[config.mk]
export PLATFORM = sky130hd
export DESIGN_NAME = gdda_div
export DESIGN_NICKNAME = d
export VERILOG_FILES = /design/src/gdda_pkg.sv /design/src/gdda_div.sv
export SDC_FILE = /design/constraint.sdc
export NUM_CORES = 1
export LEC_CHECK = 0
export BUFFER_PORTS_ARGS = -buffer_cell sky130_fd_sc_hd__buf_2
export CAP_MARGIN = 10
export CORE_UTILIZATION = 42
export DETAILED_ROUTE_END_ITERATION = 7
export PLACE_DENSITY = 0.61
export SYNTH_ARGS = -nofsm -noshare
export SYNTH_HDL_FRONTEND = slang
export SYNTH_SLANG_ARGS = --single-unit
[constraint.sdc]
create_clock -name clk -period 6.41 [get_ports clk]
set_input_delay 1.282 -clock clk [delete_from_list [all_inputs] [get_ports clk]]
set_output_delay 1.282 -clock clk [all_outputs]
set_load 0.02 [all_outputs]
[src/gdda_pkg.sv]
// shared constants, register codes and face codes for the grid dda ray caster
// used by gdda_div and grid_dda_ray_caster; depends on nothing
package gdda_pkg;

    // map and screen geometry
    localparam int MAP_DIM      = 64;
    localparam int SCREEN_WIDTH = 1024;
    localparam int TEXTURE_SIZE = 64;
    localparam int MAP_BITS     = $clog2(MAP_DIM);
    localparam int CELL_AW      = 2 * MAP_BITS;
    localparam int CELL_DEPTH   = MAP_DIM * MAP_DIM;
    localparam int CELL_W       = 41;
    localparam int COORD_W      = 8;

    // fixed point widths
    localparam int FRAC_ONE  = 65536;
    localparam int CAM_SCALE = 2 * FRAC_ONE;
    localparam int RAY_W     = 19;
    localparam int STEP_W    = 34;
    localparam int SIDE_W    = 44;
    localparam int ACC_W     = 51;
    localparam int DIST_W    = 24;
    localparam int DIV_STEPS = 33;
    localparam int DIV_CNT_W = $clog2(DIV_STEPS);

    localparam logic [7:0]        SOLID_KIND = 8'd65;
    localparam logic [DIST_W-1:0] DIST_MAX   = '1;

    // configuration register indexes
    typedef enum logic [2:0] {
        CFG_PLAYER_X   = 3'd0,
        CFG_PLAYER_Y   = 3'd1,
        CFG_VIEW_DIR_X = 3'd2,
        CFG_VIEW_DIR_Y = 3'd3,
        CFG_PLANE_X    = 3'd4,
        CFG_PLANE_Y    = 3'd5,
        CFG_MAP_WIDTH  = 3'd6,
        CFG_MAP_HEIGHT = 3'd7
    } cfg_index_t;

    // face codes
    localparam logic [1:0] FACE_NORTH = 2'd0;
    localparam logic [1:0] FACE_EAST  = 2'd1;
    localparam logic [1:0] FACE_SOUTH = 2'd2;
    localparam logic [1:0] FACE_WEST  = 2'd3;

    // register reset values
    localparam logic [17:0] VIEW_DIR_X_RST = 18'd65536;
    localparam logic [17:0] PLANE_Y_RST    = 18'd43253;
    localparam logic [6:0]  MAP_SIZE_RST   = 7'd64;

endpackage

[src/gdda_div.sv]
// restoring divider: 2^32 divided by an unsigned ray magnitude, one bit a cycle
// depends on gdda_pkg
module gdda_div (
    input  logic                        clk,
    input  logic                        rst_n,
    input  logic                        start,
    input  logic [gdda_pkg::RAY_W-1:0]  divisor,
    output logic                        done,
    output logic [gdda_pkg::STEP_W-1:0] quotient
);
    import gdda_pkg::*;

    logic                 busy_reg;
    logic                 done_reg;
    logic [DIV_CNT_W-1:0] cnt_reg;
    logic [RAY_W-1:0]     rem_reg;
    logic [RAY_W-1:0]     div_reg;
    logic [DIV_STEPS-1:0] quo_reg;
    logic [RAY_W:0]       trial;
    logic                 fits;

    // next partial remainder, dividend has only its top bit set
    assign trial = {rem_reg, (cnt_reg == DIV_CNT_W'(DIV_STEPS - 1))};
    assign fits  = trial >= {1'b0, div_reg};

    // control
    always_ff @(posedge clk or negedge rst_n)
    begin
        if (!rst_n)
        begin
            busy_reg <= 1'b0;
            done_reg <= 1'b0;
            cnt_reg  <= '0;
        end
        else
        begin
            done_reg <= 1'b0;
            if (start)
            begin
                busy_reg <= 1'b1;
                cnt_reg  <= DIV_CNT_W'(DIV_STEPS - 1);
            end
            else if (busy_reg)
            begin
                cnt_reg <= cnt_reg - 1'b1;
                if (cnt_reg == '0)
                begin
                    busy_reg <= 1'b0;
                    done_reg <= 1'b1;
                end
            end
        end
    end

    // datapath
    always_ff @(posedge clk)
    begin
        if (start)
        begin
            rem_reg <= '0;
            quo_reg <= '0;
            div_reg <= divisor;
        end
        else if (busy_reg)
        begin
            rem_reg <= fits ? RAY_W'(trial - {1'b0, div_reg}) : RAY_W'(trial);
            quo_reg <= {quo_reg[DIV_STEPS-2:0], fits};
        end
    end

    // zero divisor saturates at 2^33
    assign done     = done_reg;
    assign quotient = (div_reg == '0) ? {1'b1, {(STEP_W-1){1'b0}}} : {1'b0, quo_reg};

endmodule

## Word-level counts from Yosys, hierarchy flattened

Index checks and enable logic that the tools add are counted.

- Bitwise gates (word level): 0
- Add/sub/neg operators: 2
- Equality and inequality tests: 1
- Order comparisons: 1
- Multipliers: 0
- Shift-type cells: 0
- Multiplexer cells: 10
- Reductions and logical operators: 3
- Divide/modulo/power cells: 0

Operator list:

| kind | number |
|---|---|
| 34-bit 2-to-1 mux | 1 |
| 20-bit by 19-bit greater-or-equal comparator with 1-bit output | 1 |
| 19-bit zero test | 1 |
| 19-bit 2-to-1 mux | 1 |
| 19-bit subtractor | 1 |
| 6-bit 2-to-1 mux | 2 |
| 6-bit equality test (second input constant) | 1 |
| 6-bit zero test | 1 |
| 1-bit 2-to-1 mux | 6 |
| 6-bit by 1-bit subtractor with 6-bit output (second input constant) | 1 |
| 2-bit nonzero test | 1 |

- Memories: 0
- Bits in latches: 0
- RAM bits: 0
- Register bits: 79
- Input port bits: 22
- Memory bits (read-only): 0

## Logic depth before layout (Yosys ltp)

- Depth after elaboration: 4
- Gate-level depth with buffers: 14
- Depth with buffers taken out: 12

## Worst setup path after synthesis

Ideal clock, no wire load.

- Path kind: flip-flop to output port
- Start point: register div_reg[2]
- End point: output quotient[24] (netlist bit)
- Data required time: 5128 ps
- Arrival time: 1763 ps
- Buffers on the path: 1
- Path slack: 3365 ps
- Stages on the path, launching flop included: 6
- Cell sequence: edfxtp_1 > nor4_1 > nand4_1 > nor4_2 > clkbuf_1 > nor2b_1

- Cells in the longest elaborated chain, start to end: 2

Ends and longest elaborated chain:

| what | RTL line | source |
|---|---|---|
| start, declared | gdda_div.sv:17 | `logic [RAY_W-1:0] div_reg;` |
| start signal, assigned | gdda_div.sv:62 | `div_reg <= divisor;` |
| 19-bit zero test | gdda_div.sv:73 | `assign quotient = (div_reg == '0) ? {1'b1, {(STEP_W-1){1'b0}}} : {1'b0, quo_reg};` |
| 34-bit 2-to-1 mux | gdda_div.sv:73 |  |
| end, declared | gdda_div.sv:9 | `output logic [gdda_pkg::STEP_W-1:0] quotient` |

Every way passes these cells.

## Worst setup path in the final report

- Start point: register div_reg[4]
- End point: output quotient[27] (netlist bit)

The elaborated chain is that of the path after synthesis.

==> run metrics <==
cts bufs inserted=9; Routed WL=9.63 mm; CP peak stage delay=420 ps; TritonCTS clock tree=done; CP Capture Type=output port; Residual DRC=0; register bit count reported by yosys=79; setup bufs post-CTS=0; Net Count, Synth=530; Die Height=105 µm; number of global-route vias before repair=3378; Core Area=0.0103 mm²; Initial DRT Pass Iterations=4; Clock Latency Late Sink=360 ps; Post-synth top cells=nor2_1, dfxtp_1, nor2b_1; Peak supply drop=0.142 mV; Worst Setup Start Kind=flip-flop; number of max-cap violations=0; Final Skew=11.2 ps; Post-CTS Hold Buffers=0; CP Class=flip-flop to output port; DRT iter0 DRCs=190; top-count cell post-synth=nor2_1; layout cells sized above 1=19.8%; row count=37; initial antenna violation count=0; Antenna diodes=0; CP Cell Sequence=nor4_1 -> nand4_1 -> nor4_4 -> buf_4 -> nor2b_1 -> buf_2; Max Root-Sink Buffers=2; final worst slack=2940 ps; RSZ-0062 raised after global routing=no; Seq/Total Area, Yosys=40.3%; Bufs and invs on worst path=2; YS warnings=0; clock-pin slew on the worst setup and hold paths=90 ps; final worst path period need=3470 ps; Largest register FFs=33; Buffers on Ports=56; Post-Synth XOR/XNOR Area=3.12%; GRT Util Overall=18.0%; Post-Synth Adder-Cell Area=6.30%; Synth Area in Compound Gates=14.7%; TNS Setup=0 ps; status=finished clean; family with the most delay on the worst path=simple AND/OR/NAND/NOR gates; area share of the largest cell type after synthesis=23.2%; Tightest Hold Check Type=flip-flop to flip-flop; first-pass GRT wire length=16.0 mm; ys flop type=dfxtp_1; GRT overflow=0; Final Util=48.6%; largest net degree at the start of global routing=58; final period utilization=54.1%; Starting Density=43.5%; worst-path maximum fanout=34; CP Data Required Time=5130 ps; Post-CTS Resized=0; CTS H-tree depth=3; Slew Viols, Final=0; Crit-path slowest cell=edfxtp_1; pwr dens=367 mW/mm²; Simple-Gate Fraction of Synth Area=22.2%; NumNets Final=570; root buf cell=clkbuf_8; post-synthesis cell area=0.00449 mm²; Post-DRT Antenna Nets=0; largest cells by area after synthesis=dfxtp_1, edfxtp_1, mux2i_1; Max transition margin=44.8%; DIE WIDTH=105 µm; async set-reset flop share out of synthesis=10.1%; worst slew pin tran=828 ps; number of synthesized flops with an enable pin=19; Detailed Place HPWL=6.88 mm; f_max=289 MHz; cells after synthesis=486; placer congestion estimate=0.870; wire length per cell=14.4 µm; Place WS=3110 ps; Yosys cell types=65; Layout Area Growth over Synthesis=11.7%; setup violators final=0; Synth area leader=dfxtp_1; main combinational cell family by area after synthesis=simple AND/OR/NAND/NOR gates; multiplexer share of the synthesized area=7.69%; die area=0.0111 mm²; Final Hold Fails=0; total I/O pin count=57; syn avg cell area=9.24 µm²; via count=3563; Via density=5.34; P_leak=2.47 nW; Sink Count=79; CP arrival=2180 ps
[cells by family after synthesis]
family | after synthesis
DFF | 79
xor gates and xnor gates | 16
and+or+nand+nor | 189
buffers and inverters | 59
AOI/OAI and AO/OA | 87
adders and majority gates | 22
muxes | 34
[power breakdown]
| group | internal, W | switching, W |
|---|---|---|
| Sequential | 0.000588 | 0.0000807 |
| Clock | 0.000148 | 0.000210 |
| Combinational | 0.000330 | 0.000484 |
| Total | 0.00107 | 0.000774 |
[final timing paths]
kind / startpoint / end / slack, ps / cells after the start
max: div_reg[4] / quotient[27] / 2940 / 6
min: quo_reg[32] / quo_reg[32] / 510 / 2
max reg2reg: cnt_reg[0] / rem_reg[0] / 3110 / 12
min reg2reg: quo_reg[32] / quo_reg[32] / 510 / 2
max in group asynchronous: rst_n / busy_reg / 5490 / 1
min in group asynchronous: rst_n / done / 740 / 1
[metrics by stage]
step | hold WS, ps | total power, W | cells | instance area (µm²)
2_1_floorplan | 452 | 0.00134 | 486 | 4490
3_5_place_dp | 487 | 0.00148 | 651 | 4830
4_1_cts | 514 | 0.00185 | 667 | 5020
6_report | 507 | 0.00184 | 667 | 5020
3_3_place_gp | 468 | 0.00147 | 651 | 4830
5_1_grt | 537 | 0.00197 | 667 | 5020
[metal layers]
metal	vias up	GRT usage, %	part of all wire [%]
li1	1788	-	-
met3	16	3.28	3.5
met2	70	29.0	44
met4	0	5.73	1.8
met1	1689	24.5	51
met5	-	0	0
[layout by cell type (no fill, tap or decap), types with 4 or more instances in the layout]
| cell | instances |
|---|---|
| a311o_1 | 4 |
| nor2_1 | 67 |
| o21ai_0 | 13 |
| xnor2_1 | 8 |
| nor2b_1 | 35 |
| xor2_1 | 8 |
| dfxtp_1 | 52 |
| nor3b_1 | 5 |
| nand3_1 | 9 |
| buf_2 | 56 |
| edfxtp_1 | 19 |
| a211oi_1 | 5 |
| a311oi_2 | 6 |
| nand2_2 | 6 |
| dfrtp_1 | 7 |
| nor4_1 | 4 |
| nor3_1 | 6 |
| a21oi_1 | 24 |
| and3_1 | 7 |
| a311oi_1 | 4 |
| mux2i_1 | 33 |
| nand2_1 | 26 |
| ha_1 | 21 |
| clkbuf_8 | 9 |
| inv_1 | 29 |
[worst min-delay path, delay by kind of cell, from the launching register on]
family | cells | cell delay, ps
flops | 1 | 340
simple gates | 1 | 80
mux | 1 | 60
[layout make-up]
type | instances | area, µm²
Fill cell | 992 | 5310
Multi-Input combinational cell | 348 | 2440
Sequential cell | 79 | 1810
Timing Repair Buffer | 59 | 303
Tap cell | 136 | 170
Clock buffer | 9 | 124
Inverter | 29 | 109
Clock inverter | 7 | 60.1
Power figures use the tool's default switching activity.
