===== src/gdda_ram.sv =====
// generic single write port, single read port ram with registered read data
// depends on nothing
module gdda_ram #(
    parameter int WIDTH = 8,
    parameter int DEPTH = 16
) (
    input  logic                     clk,
    input  logic                     we,
    input  logic [$clog2(DEPTH)-1:0] waddr,
    input  logic [WIDTH-1:0]         wdata,
    input  logic [$clog2(DEPTH)-1:0] raddr,
    output logic [WIDTH-1:0]         rdata
);

    logic [WIDTH-1:0] mem [DEPTH];

    // write and registered read
    always_ff @(posedge clk)
    begin
        if (we)
        begin
            mem[waddr] <= wdata;
        end
        rdata <= mem[raddr];
    end

endmodule


===== config.mk =====
export PLATFORM = sky130hd
export DESIGN_NAME = gdda_ram
export DESIGN_NICKNAME = d
export VERILOG_FILES = /design/src/gdda_ram.sv
export SDC_FILE = /design/constraint.sdc
export NUM_CORES = 1
export LEC_CHECK = 0
export BUFFER_PORTS_ARGS = -buffer_cell sky130_fd_sc_hd__clkbuf_2
export CAP_MARGIN = 20
export CORE_ASPECT_RATIO = 0.8
export CORE_MARGIN = 2
export CORE_UTILIZATION = 35
export DETAILED_ROUTE_END_ITERATION = 16
export SLEW_MARGIN = 25
export SYNTH_ARGS = -nofsm -noshare
export SYNTH_HDL_FRONTEND = slang
export SYNTH_SLANG_ARGS = --single-unit

===== constraint.sdc =====
create_clock -name clk -period 2.05 [get_ports clk]
set_input_delay 0.41 -clock clk [delete_from_list [all_inputs] [get_ports clk]]
set_output_delay 0.41 -clock clk [all_outputs]
set_load 0.01 [all_outputs]

Word level (Yosys, flattened, before mapping)

Memories as Yosys holds them, arrays and structs flattened. A register that Yosys moved wholly into a read port is not among the register bits.
Cells that the tools add are included.
W data, S select, Z words.

Output and inout bits: 8
Register bits after elaboration: 0
Input port bits: 18
Bits in writable memories: 128
Memories: 1
Logic and storage cells: 3

Memory list:

| name | depth | width | rd ports | clocked after Yosys merged registers in | write ports | RTL line | RTL |
|---|---|---|---|---|---|---|---|
| mem  | 16    | 8     | 1        | 1                                       | 1           | 15       | `logic [WIDTH-1:0] mem [DEPTH];` |

Multiplexer cells: 2

Operators with widths:

| cell    | count |
|---|---|
| $mux W1 | 2 |

Logic depth before layout (Yosys ltp)

Gate-level depths: netlist (run 1).

Depth in word-level cells: 2
Mapped depth: 5
Mapped depth without buffers: 3

Worst setup path after synthesis (run 1)

OpenSTA, ideal clock, no wires.

Kind: input to register
From: in waddr[2]
To: mem mem[0][0], enable pin
Data required time: 1.667 ns
Library setup time: 0.383 ns
Arrival: 1.520 ns
Path buffers: 0
Stages on the path: 2
Slack: 0.147 ns
Cell sequence: or3b_2 nor3_1

RTL lines:

| element     | RTL line | RTL |
|---|---|---|
| from (decl) | 9        | `input logic [$clog2(DEPTH)-1:0] waddr,` |
| to (decl)   | 15       |  |

No word-level cell before the write port.

==> out/results.ini, run 1 <==
[run_status]
status=finished, final reports clean

[synth]
ys_seq_elements=136
yosysMostFrequentCell=edfxtp_1
synth_edf_count=128
synthArstFlopShare_pct=0
synth_seq_area_share_pct=77.78
synthTopCellsByArea=edfxtp_1 75%, mux4_2 7.9%, mux4_1 7.1%
ys_types=19
yosysTopAreaCell=edfxtp_1
synth_common_cells=128 x edfxtp_1, 18 x mux4_2, 16 x a22oi_1
synthFlopType=edfxtp_1
yosys.area.top_type_share_pct=74.67
synth_nets=247
syn_area_per_cell_um2=22.48
ys_warn_count=0
synth_cells=229
syn_area_um2=5147

[critical_path]
end_kind=flip-flop
crit_type=in -> reg
crit_fanout=14
cp-start-kind=input port
required_ns=2.34
worstPathArrival_ns=1.80

[die]
io_pins=26
fp.dieW_um=139.6
start_util_pct=35.88
fp.dieArea_um2=15700
num_rows=39
core-area_um2=14350
chipHeight_um=112.5

[sta]
layout_min_cycle_time_ns=1.513
hold_viol_final=0
tns_ns=0
worst_slew_pin_slew_ns=0.4200
min_period_over_period_pct=73.79
drv_slew=0
finalClockSkew_ns=0.008787
whs_ns=0.4377
setup_viol=0
slew_headroom_pct=72.00
rsz0062_at_grt=no
clock.fmax_mhz=661.1
worst_slack_ns=0.5374

[power_and_ir_drop]
p_per_area_nw_per_um2=1020
leakage_nw=2.116
finalPower_mw=6.341
vdd_drop_max_mv=0.5471

[drt]
drt_iter0_markers=189
routed_wl_um=10160
antenna_left=0
wl_per_cell_um=20.96
dr.pass1.iters=4
viasPerCell=4.942
drc_errors=0
vias=2397

[global_routing]
grt_pass1_vias=2573
grt_first_pass_wirelength_um=15690
track_usage_pct=14.00
antenna_found_initial=0
grt-ovfl-total=0
grt_start_max_net_pins=33

[worst_hold_path]
hold_path.class=in -> reg

[clocking]
cts_tree=yes
cts_htree_levels=4
clkLatencyLatePin_ns=0.41
clk_path_buf_depth=2
cts-hold-fix-buffers=0
cts_sinks=136
cts_resized=0
cts_setup_buffers=0
cts_made_buffers=17
cts-root-buf=clkbuf_16
clk_pin_slew_ns=0.06

[final_layout]
nNetsFinal=306
drive_gt1_share_pct=32.89
num_antenna_cells=0
synthToLayoutAreaGrowth_pct=20.76

[placed_design]
globalplace.congestion=0.7148
portBuffers=25
hpwl_um=6460
pre_cts_ws_ns=0.1479

[run]
maxCapViolations=0

==> worst paths after layout <==
kind,startpoint,end,slack [ns],depth (start not counted)
max,raddr[0],rdata[1],0.54,5
min,wdata[7],mem[0][7],0.44,1
max reg2reg,mem[1][1],rdata[1],0.56,3
min reg2reg,mem[12][5],rdata[5],0.67,3
==> registers in the layout, summed over array words and instances (netlist names) <==
name,flops
mem,128
rdata,8
==> cell usage in the layout, fill, tap and decap left out <==
| master | count |
|---|---|
| edfxtp_1 | 128 |
| clkbuf_2 | 25 |
| buf_4 | 22 |
| mux4_2 | 18 |
| clkbuf_16 | 17 |
| a22oi_1 | 16 |
| mux4_1 | 14 |
| nor2_1 | 13 |
| nand2_1 | 9 |
| dfxtp_1 | 8 |
| nor3_1 | 4 |
| clkinv_2 | 4 |
| clkinvlp_4 | 4 |
| buf_12 | 3 |
| nand3b_1 | 2 |
| nand2b_1 | 2 |
| bufinv_16 | 2 |
| clkbuf_1 | 2 |
| clkinv_4 | 2 |
| nor2b_1 | 1 |
| and2_1 | 1 |
| and2b_1 | 1 |
| nand3_1 | 1 |
| or3b_2 | 1 |
| clkbuf_8 | 1 |
==> worst max-delay path, cell delays in order <==
cell and delay (ns):
clkbuf_2 0.16, buf_12 0.18, mux4_1 0.57, a22oi_1 0.38, nand2_1 0.09
==> cell type report <==
type,count,area [µm²]
Fill cell,1246,8130
Sequential cell,136,4004
Multi-Input combinational cell,83,1057
Clock buffer,20,446.7
Timing Repair Buffer,50,350.3
Tap cell,184,230.2
Clock inverter,12,127.6
==> through the flow <==
stage	instance area, µm²	util (%)	cells
after CTS	6216	43.33	485
after detailed placement	5642	39.32	453
after global routing	6216	43.33	485
after global placement	5642	39.32	453
final	6216	43.33	485
after floorplan	5147	-	229
==> per-layer routing <==
| layer | wire, µm | vias up | share of wire (%) | global-route usage, % |
|---|---|---|---|---|
| met2 | 4842 | 60 | 48 | 20.65 |
| met1 | 4772 | 1249 | 47 | 19.72 |
| li1 | - | 1086 | - | - |
| met5 | 0 | - | 0 | 0 |
| met4 | 29 | 0 | 0.29 | 4.800 |
| met3 | 519 | 2 | 5.1 | 4.608 |
==> where the power goes <==
group	leakage (nW)	switching (mW)	internal, mW	total (mW)
clock	0.272	1.10	1.81	2.91
combinational	0.620	0.171	0.132	0.304
sequential	1.22	0.0183	3.11	3.13
==> logic make-up (layout without fill, tap and decap cells) <==
kind of cell,count (synthesis),in the layout,synth area share (%)
AOI/OAI and AO/OA,16,16,2.334
muxes,32,32,15.02
buffers and inverters,10,82,1.677
and+or+nand+nor,35,35,3.184
DFF,136,136,77.78
Note: power is estimated with default switching activity, not from simulation.
==> run 2: changes to the inputs <==
Clock period 2.05 ns to 1.6 ns, I/O delays scaled along.
==> run 2 against run 1 <==
Die area unchanged. Clock power up 36%. Setup slack worse by 0.29 ns. First-iteration DRC count up 10%. Total power up 32%. Cell count up 0.82%. Highest routed layer unchanged.
==> out/results.ini, run 2 (same netlist as run 1, synthesis figures left out) <==
[clocking]
cts_made_buffers=17
cts-hold-fix-buffers=0
cts_tree=yes
cts_resized=0
clk_path_buf_depth=2
clk_pin_slew_ns=0.05
cts_htree_levels=4
cts_setup_buffers=0
cts-root-buf=clkbuf_16
clkLatencyLatePin_ns=0.41
cts_sinks=136

[critical_path]
cpPeakStageDelay_ns=0.52
crit_type=reg -> reg
reg2reg_from=mem[1][0]
r2r.worst_path.cells=3
end_kind=flip-flop
r2r_slack_ns=0.25
worstPathArrival_ns=1.64
cp_slowest_cell=mux4_1
crit_chain=mux4_1 -> a22oi_1 -> nand2_1
required_ns=1.89
cp-start-kind=flip-flop
crit_fanout=1
r2r_end=rdata[0]

[placed_design]
place_inst=457
placed_cell_area_um2=5664
pre_cts_ws_ns=-0.1656
globalplace.congestion=0.7241
portBuffers=25
hpwl_um=6568

[power_and_ir_drop]
p_per_area_nw_per_um2=1331
finalPower_mw=8.346
intPower_mw=6.750
p_comb_share_pct=4.7
vdd_drop_max_mv=0.8484
p_seq_share_pct=48.1
switching_share_pct=19.12
clock_power_share_pct=47.3
leakage_nw=2.162
p_switching_mw=1.595

[worst_hold_path]
hold_depth=1
worstHoldStart=wdata[0]
min_to=mem[0][0]
hold_path.class=in -> reg

[final_layout]
largest_reg_flops=128
final_cell_mix=128 x edfxtp_1, 27 x buf_4, 25 x clkbuf_2
fin_cells=489
drive_gt1_share_pct=33.77
post-route-util_pct=43.71
final_cell_area_um2=6271
fillerInstances=1239
synthToLayoutAreaGrowth_pct=21.83
num_antenna_cells=0
top_register=mem
largestRegisters=mem x128, rdata x8
nNetsFinal=310
mostFrequentLayoutCell=edfxtp_1

[global_routing]
grt-ovfl-total=0
antenna_found_initial=0
track_usage_pct=14.21
grt_first_pass_wirelength_um=15770
grt_pass1_vias=2554
grt_start_max_net_pins=24

[drt]
dr.pass1.iters=4
wl_per_cell_um=21.10
vias=2450
drt_iter0_markers=208
viasPerCell=5.010
routed_wl_um=10320
drc_errors=0
antenna_left=0

[die]
chipHeight_um=112.5
io_pins=26
fp.dieW_um=139.6
num_rows=39
core-area_um2=14350
fp.dieArea_um2=15700
start_util_pct=35.88

[sta]
rsz0062_at_grt=no
slew_headroom_pct=42.29
drv_slew=0
min_period_over_period_pct=84.30
worst_slack_ns=0.2512
clock.fmax_mhz=741.4
setup_viol=0
finalClockSkew_ns=0.005525
hold_viol_final=0
whs_ns=0.3385
layout_min_cycle_time_ns=1.349
tns_ns=0
worst_slew_pin_slew_ns=0.8638

[run_status]
status=finished, final reports clean

[run]
maxCapViolations=0

run 2: cell types whose count changed in the layout (fill, tap and decap cells not counted), moves of 2 or more:
cell,delta
clkinv_4,-2
clkinv_1,+2
buf_4,+5
clkinvlp_4,-4
clkbuf_8,+3
run 2: area by class of cell:
type	count	area (µm²)	area share [%]
clock buffer	22	484.2	7.721
clock inverter	10	122.6	1.955
multi-input combinational	83	1062	16.94
sequential	136	4004	63.85
tap	184	230.2	3.671
timing repair buffer	54	367.9	5.866
run 2: power groups by stage:
stage / logic (mW) / clock network, mW / registers, mW
after detailed placement: 0.397 / 0 / 4.09
final: 0.388 / 3.95 / 4.01
after CTS: 0.398 / 4.00 / 4.01
after floorplan: 0.202 / 0 / 4.09
after global routing: 0.425 / 4.17 / 4.02
after global placement: 0.388 / 0 / 4.08
run 2: per-layer routing:
metal	global-route usage, %	vias to the layer above	routed length, µm
li1	-	1097	-
met1	20.83	1258	4689
met2	19.87	85	4687
met3	4.991	10	823
met4	4.800	0	115
met5	0	-	0
run 2: critical path, delay by kind of cell, from the launching register on:
kind / cells / cell delay, ns
AO/OA/AOI/OAI: 1 / 0.26
multiplexers: 1 / 0.52
flip-flops: 1 / 0.36
AND/OR/NAND/NOR: 1 / 0.09
run 2: worst max path at each step:
| stage | start | endpoint | slack [ns] | cells past startpoint |
|---|---|---|---|---|
| floorplan | waddr[2] | mem[3][0] | 0.01 | 2 |
| global placement | raddr[0] | rdata[0] | -0.16 | 5 |
| detailed placement | raddr[0] | rdata[0] | -0.17 | 5 |
| CTS | mem[1][0] | rdata[0] | 0.21 | 3 |
| global route | mem[1][0] | rdata[0] | 0.15 | 3 |
| finish | mem[1][0] | rdata[0] | 0.25 | 3 |
